<file path="src/rtl/zcst_pkg.sv">
// Shared widths, constants and register codes of the zero-cross square tremolo.
package zcst_pkg;

  localparam int unsigned SAMPLE_W = 24;
  localparam int unsigned PHASE_W  = 32;
  localparam int unsigned WET_W    = 17;
  localparam int unsigned FRAME_W  = 2 * SAMPLE_W;
  localparam int unsigned ADDR_W   = 3;
  localparam int unsigned DATA_W   = 32;

  localparam logic [PHASE_W:0]   PHASE_ONE = 33'h0_8000_0000;
  localparam logic [WET_W-1:0]   WET_ONE   = 17'h1_0000;

  typedef enum logic {
    REG_PHASE_INC = 1'b0,
    REG_WET_MIX   = 1'b1
  } reg_idx_t;

  typedef logic signed [SAMPLE_W-1:0] sample_t;

endpackage

</file>
<file path="src/rtl/zero_cross_square_tremolo.sv">
// Top level of the zero-cross square tremolo: phase accumulator, gates, mix, output register.
// Each input transfer loads its result directly into the output register.
// Throughput: one stereo frame per cycle; a new frame is taken while the output register
//   is empty or its result is transferred in the same cycle.
// The path from the input port to the output register holds one 33-bit add and compare
//   and one 18x24 multiplier per channel.
// Reset (rst_n, synchronous, active low): phase, sign and gate state clear, output empty,
//   phase_increment = 0, wet_mix = 65536.
module zero_cross_square_tremolo
  import zcst_pkg::*;
(
  input  logic                 clk,
  input  logic                 rst_n,
  // input frame stream
  input  logic                 in_tvalid,
  output logic                 in_tready,
  input  logic [FRAME_W-1:0]   in_tdata,   // [23:0] sample_left, [47:24] sample_right
  // result frame stream
  output logic                 out_tvalid,
  input  logic                 out_tready,
  output logic [FRAME_W-1:0]   out_tdata,  // [23:0] out_left, [47:24] out_right
  // configuration port
  input  logic                 cfg_psel,
  input  logic                 cfg_penable,
  input  logic                 cfg_pwrite,
  input  logic [ADDR_W-1:0]    cfg_paddr,
  input  logic [DATA_W-1:0]    cfg_pwdata,
  output logic [DATA_W-1:0]    cfg_prdata,
  output logic                 cfg_pready
);

  // ---------------------------------------------------------------------------
  // Configuration registers
  // ---------------------------------------------------------------------------
  logic [PHASE_W-1:0] phase_inc_r;
  logic [WET_W-1:0]   wet_mix_r;
  reg_idx_t           cfg_idx;
  logic               cfg_wr;

  // Registers lie at byte addresses 0 and 4; decode on the word bit only.
  assign cfg_idx    = reg_idx_t'(cfg_paddr[2]);
  assign cfg_pready = 1'b1;
  assign cfg_wr     = cfg_psel && cfg_penable && cfg_pwrite && cfg_pready;

  always_ff @(posedge clk) begin
    if (!rst_n) begin
      phase_inc_r <= '0;
      wet_mix_r   <= WET_ONE;
    end else if (cfg_wr) begin
      case (cfg_idx)
        REG_PHASE_INC: phase_inc_r <= cfg_pwdata;
        REG_WET_MIX:   wet_mix_r   <= cfg_pwdata[WET_W-1:0];
        default:       ;
      endcase
    end
  end

  always_comb begin
    case (cfg_idx)
      REG_PHASE_INC: cfg_prdata = phase_inc_r;
      REG_WET_MIX:   cfg_prdata = {{(DATA_W-WET_W){1'b0}}, wet_mix_r};
      default:       cfg_prdata = '0;
    endcase
  end

  // ---------------------------------------------------------------------------
  // Handshake: the output register parts the two sides
  // ---------------------------------------------------------------------------
  logic in_xfer;
  logic out_valid_r;

  assign in_tready  = !out_valid_r || out_tready;
  assign in_xfer    = in_tvalid && in_tready;
  assign out_tvalid = out_valid_r;

  // ---------------------------------------------------------------------------
  // Phase accumulator: a sum above one returns the phase to zero
  // ---------------------------------------------------------------------------
  logic [PHASE_W-1:0] phase_r, phase_nxt;
  logic [PHASE_W:0]   phase_sum;
  logic               below_half;

  assign phase_sum  = {1'b0, phase_r} + {1'b0, phase_inc_r};
  assign phase_nxt  = (phase_sum > PHASE_ONE) ? '0 : phase_sum[PHASE_W-1:0];
  // Exactly one half does not mute.
  assign below_half = (phase_nxt[PHASE_W-1:PHASE_W-2] == 2'b00);

  // ---------------------------------------------------------------------------
  // Zero-crossing gates: latch mute at each change of sign (zero is positive)
  // ---------------------------------------------------------------------------
  sample_t smp_l, smp_r;
  logic    sign_l_r, sign_r_r, sign_l_nxt, sign_r_nxt;
  logic    gate_l_r, gate_r_r, gate_l_nxt, gate_r_nxt;

  assign smp_l      = in_tdata[SAMPLE_W-1:0];
  assign smp_r      = in_tdata[FRAME_W-1:SAMPLE_W];
  assign sign_l_nxt = !smp_l[SAMPLE_W-1];
  assign sign_r_nxt = !smp_r[SAMPLE_W-1];
  assign gate_l_nxt = (sign_l_nxt != sign_l_r) ? below_half : gate_l_r;
  assign gate_r_nxt = (sign_r_nxt != sign_r_r) ? below_half : gate_r_r;

  // ---------------------------------------------------------------------------
  // Mix: unmuted gives the dry sample back; muted keeps (1 - wet) of it
  // ---------------------------------------------------------------------------
  logic [WET_W-1:0]            wet_c, dry_w;
  logic signed [WET_W+SAMPLE_W:0] prod_l, prod_r;
  sample_t                     mix_l, mix_r;

  // Clamp the wet weight at one.
  assign wet_c  = (wet_mix_r > WET_ONE) ? WET_ONE : wet_mix_r;
  assign dry_w  = WET_ONE - wet_c;
  // Extend both factors to the full product width before multiplying.
  assign prod_l = $signed({{(SAMPLE_W+1){1'b0}}, dry_w}) *
                  $signed({{(WET_W+1){smp_l[SAMPLE_W-1]}}, smp_l});
  assign prod_r = $signed({{(SAMPLE_W+1){1'b0}}, dry_w}) *
                  $signed({{(WET_W+1){smp_r[SAMPLE_W-1]}}, smp_r});
  // Floor shift by 16; the result stays inside 24 bits.
  assign mix_l  = gate_l_nxt ? prod_l[SAMPLE_W+15:16] : smp_l;
  assign mix_r  = gate_r_nxt ? prod_r[SAMPLE_W+15:16] : smp_r;

  // ---------------------------------------------------------------------------
  // State and output registers
  // ---------------------------------------------------------------------------
  logic [FRAME_W-1:0] out_data_r;

  always_ff @(posedge clk) begin
    if (!rst_n) begin
      phase_r     <= '0;
      sign_l_r    <= 1'b0;
      sign_r_r    <= 1'b0;
      gate_l_r    <= 1'b0;
      gate_r_r    <= 1'b0;
      out_valid_r <= 1'b0;
    end else begin
      if (in_xfer) begin
        // advance the oscillator and latch the gates for this frame
        phase_r  <= phase_nxt;
        sign_l_r <= sign_l_nxt;
        sign_r_r <= sign_r_nxt;
        gate_l_r <= gate_l_nxt;
        gate_r_r <= gate_r_nxt;
      end
      if (in_xfer) begin
        out_valid_r <= 1'b1;
      end else if (out_tready) begin
        out_valid_r <= 1'b0;
      end
    end
  end

  // Payload needs no reset; load only on an input transfer.
  always_ff @(posedge clk) begin
    if (in_xfer) begin
      out_data_r <= {mix_r, mix_l};
    end
  end

  assign out_tdata = out_data_r;

  // ---------------------------------------------------------------------------
  // Assertions
  // ---------------------------------------------------------------------------
  a_phase_range: assert property (@(posedge clk) disable iff (!rst_n)
    {1'b0, phase_r} <= PHASE_ONE)
    else $error("phase above one");

  a_phase_hold: assert property (@(posedge clk) disable iff (!rst_n)
    !in_xfer |=> $stable(phase_r) && $stable(gate_l_r) && $stable(gate_r_r))
    else $error("tremolo state changed without a transfer");

  a_pass_through: assert property (@(posedge clk) disable iff (!rst_n)
    in_xfer && !gate_l_nxt && !gate_r_nxt |=> out_tdata == $past(in_tdata))
    else $error("unmuted frame not passed through");

  a_full_wet_mute: assert property (@(posedge clk) disable iff (!rst_n)
    in_xfer && gate_l_nxt && (wet_c == WET_ONE) |=> out_tdata[SAMPLE_W-1:0] == '0)
    else $error("fully wet muted channel not zero");

  a_result_kept: assert property (@(posedge clk) disable iff (!rst_n)
    out_valid_r && !out_tready |=> out_valid_r && $stable(out_data_r))
    else $error("stalled result lost");

endmodule
</file>
<file path="config.mk">
export PLATFORM = sky130hd
export DESIGN_NAME = zero_cross_square_tremolo
export DESIGN_NICKNAME = d
export VERILOG_FILES = /design/src/rtl/zcst_pkg.sv /design/src/rtl/zero_cross_square_tremolo.sv
export SDC_FILE = /design/constraint.sdc
export NUM_CORES = 2
export LEC_CHECK = 0
export BUFFER_PORTS_ARGS = -buffer_cell sky130_fd_sc_hd__buf_2
export CELL_PAD_IN_SITES_DETAIL_PLACEMENT = 1
export CELL_PAD_IN_SITES_GLOBAL_PLACEMENT = 2
export CORE_AREA = 10 10 305 307
export CTS_CLUSTER_DIAMETER = 100
export DETAILED_ROUTE_END_ITERATION = 10
export DIE_AREA = 0 0 315 317
export HOLD_SLACK_MARGIN = 0.1
export PLACE_DENSITY = 0.93
export SETUP_SLACK_MARGIN = 0.1
export SLEW_MARGIN = 20
export SYNTH_ARGS = -nofsm -noshare
export SYNTH_HDL_FRONTEND = slang
export SYNTH_SLANG_ARGS = --single-unit
</file>
<file path="constraint.sdc">
create_clock -name clk -period 10.33 [get_ports clk]
set_clock_uncertainty 0.15 [all_clocks]
set_input_delay 1.5495 -clock clk [delete_from_list [all_inputs] [get_ports clk]]
set_output_delay 1.5495 -clock clk [all_outputs]
set_load 0.01 [all_outputs]
</file>
==> results.tsv <==
metric	value	unit
synthCells	3990	
fp.dieArea	0.09986	mm²
ios	173	
synth-edff-count	48	
finalSetupViolCount	0	
place_hpwl	83.19	mm
tns	0	ns
yosysMostFrequentCell	inv_1	
p_comb_share	43.1	%
final_antenna_net_count	0	
async_flop_share	0	%
clock_path_buffers	2	
power_frac_seq	27.5	%
synth.top_cells.by_area	fa_1 44%, inv_1 9.7%, ha_1 7.8%, nand2_1 6.6%, dfxtp_1 4.9%	
synthFlopType	dfxtp_1	
grt_pass1_vias	31730	
final_max_slew_viol_count	0	
viasPerCell	5.216	
cts_buffers	17	
wl_per_cell	20.62	µm
ctsHoldBuffers	0	
area_growth	7.140	%
clkSlewWorstSetupHoldPaths	0.07	ns
drc	0	
cts_resized	0	
routabilityCongestion	0.8510	
start_util	40.89	%
antenna_cells	0	
cts_tree	yes	
synth_commonest_cells	912 x inv_1, 775 x fa_1, 622 x nand2_1	
grt_max_degree	60	
placed_area	0.03735	mm²
cap_violations	0	
cp-start-kind	flip-flop	
power_density	58.75	mW/mm²
die_width	315	µm
hold_viol_final	0	
root_buffer	clkbuf_16	
finalCriticalPeriod	9.593	ns
synth.top_cell.area_share	43.81	%
port_buffers	169	
fp-row-count	108	
grt_pass1_wl	172.8	mm
arrival	9.76	ns
switching_share	41.19	%
ys_types	81	
power.internal	1.311	mW
first_iter_violations	1233	
antenna_found_initial	2	
dr.pass1.iters	5	
slew_headroom	19.07	%
core_area	0.08662	mm²
synth_area	0.03542	mm²
path_class	reg -> reg	
crit_path_end_kind	flip-flop	
layout_worst_path_cycle_share	92.86	%
min_path_type	reg -> reg	
syn_avg_cell_area	8.877	µm²
synth_nets	5076	
die_height	317	µm
fmax	104.2	MHz
ys_warn_count	0	
postCtsSetupRepairBufs	0	
ys_ff_latch	134	
grt_use_total	22.00	%
drive_above_1_share	7.671	%
ys_seq_area_share	8.931	%
gr-total-overflow	0	
synth.largest_area_cell	fa_1	
status	completed	
cts.sink_count	134	
wirelength	106.9	mm
timing.hold.ws	0.3220	ns
cp_data_required_time	10.50	ns
clk_latency	0.48	ns
final_nets	5101	
htreeDepth	4	
path_max_fanout	15	
fin_area	0.03795	mm²
rsz0062_at_grt	false	
vias	27030	
p_leak	19.56	nW
peakVddDrop	0.1129	mV
p_clk_share	29.3	%
power.switching	918.2	µW
tightest_slew	1.183	ns
## flip-flops by register name, summed over array words and instances (netlist names)
| name | flops |
|---|---|
| sign_r_r | 1 |
| gate_l_r | 1 |
| phase_r | 32 |
| phase_inc_r | 32 |
| out_tdata | 48 |
| sign_l_r | 1 |
| out_tvalid | 1 |
| wet_mix_r | 17 |
| gate_r_r | 1 |
## power groups by stage
stage,combinational [mW],clock [mW],sequential (mW)
after detailed placement,0.969,0,0.627
after CTS,0.976,0.677,0.615
after floorplan,0.613,0,0.640
after global routing,1.08,0.692,0.618
final,0.961,0.654,0.614
after global placement,0.931,0,0.625
## per-stage QoR
step / worst slack, ns / util (%) / cells / total power [mW]
global route: 0.2011 / 43.81 / 5183 / 2.385
finish: 0.7371 / 43.81 / 5183 / 2.229
floorplan: 1.786 / - / 3990 / 1.253
detailed placement: 0.7361 / 43.12 / 5151 / 1.596
CTS: 0.7252 / 43.81 / 5183 / 2.268
global placement: 0.9601 / 43.12 / 5151 / 1.556
## area by class of cell
cell class	count	area (µm²)
fill	10180	48670
tap	1155	1445
timing repair buffer	206	1136
inverter	913	3427
clock buffer	18	439.2
clock inverter	14	157.7
multi-input combinational	2743	28180
sequential	134	3163
## logic make-up (layout without fill, tap and decap cells)
logic type / count (synthesis) / count (layout) / synth area share, %
flops: 134 / 134 / 8.931
simple gates: 1239 / 1239 / 16.70
fa+ha+maj: 996 / 996 / 51.61
mux: 36 / 36 / 1.138
compound gates: 378 / 378 / 7.419
xor+xnor: 93 / 93 / 2.300
other cells: 1 / 1 / 0.01059
buf+inv: 1113 / 1151 / 11.89
## per-layer routing
layer  GRT usage, %  part of all wire [%]
met4          6.713                   2.6
met2          41.12                    53
met3          2.519                   3.5
met5              0                 0.034
met1          26.08                    41
## path summary, 6_finish.rpt
path | start | to | slack (ns) | cells past startpoint
max reg2reg | wet_mix_r[2]$_SDFFE_PN0P_ | out_tdata[13]$_DFFE_PP_ | 0.74 | 27
max | wet_mix_r[2]$_SDFFE_PN0P_ | out_tdata[13]$_DFFE_PP_ | 0.74 | 27
min | phase_r[27]$_SDFFE_PN0P_ | phase_r[27]$_SDFFE_PN0P_ | 0.32 | 2
min reg2reg | phase_r[27]$_SDFFE_PN0P_ | phase_r[27]$_SDFFE_PN0P_ | 0.32 | 2
## cells in the final DEF (no fill, tap or decap), types with 17 or more instances in the layout
cell,instances
nand2_1,622
and2_1,235
fa_1,775
a21oi_1,88
mux2_2,30
buf_2,169
o21a_1,18
nand3_1,27
buf_4,36
nor2b_1,114
a22o_1,26
edfxtp_1,48
nor3_1,29
a21o_1,33
and3_1,22
nor2_1,100
a21boi_0,56
xor2_1,33
inv_1,912
dfxtp_1,86
o21ai_0,51
xnor2_1,59
ha_1,220
clkbuf_16,17
## worst max-delay path, stage by stage, from the launching register on
cell and delay (ns):
dfxtp_1 0.39, nor3_1 0.39, nand4_1 0.28, or3_1 0.42, o21ai_1 0.29, buf_4 0.26
and2_2 0.45, buf_4 0.37, nand2_1 0.13, fa_1 0.57, inv_1 0.06, fa_1 0.50
fa_1 0.57, fa_1 0.43, fa_1 0.49, inv_1 0.05, fa_1 0.48, inv_1 0.05
ha_1 0.33, a21o_1 0.17, a21o_1 0.19, o41a_1 0.46, o2111ai_1 0.47, a21boi_0 0.20
o21ai_0 0.26, nand2b_1 0.15, or4b_2 0.62, a41oi_1 0.21
Power figures use the tool's default switching activity.
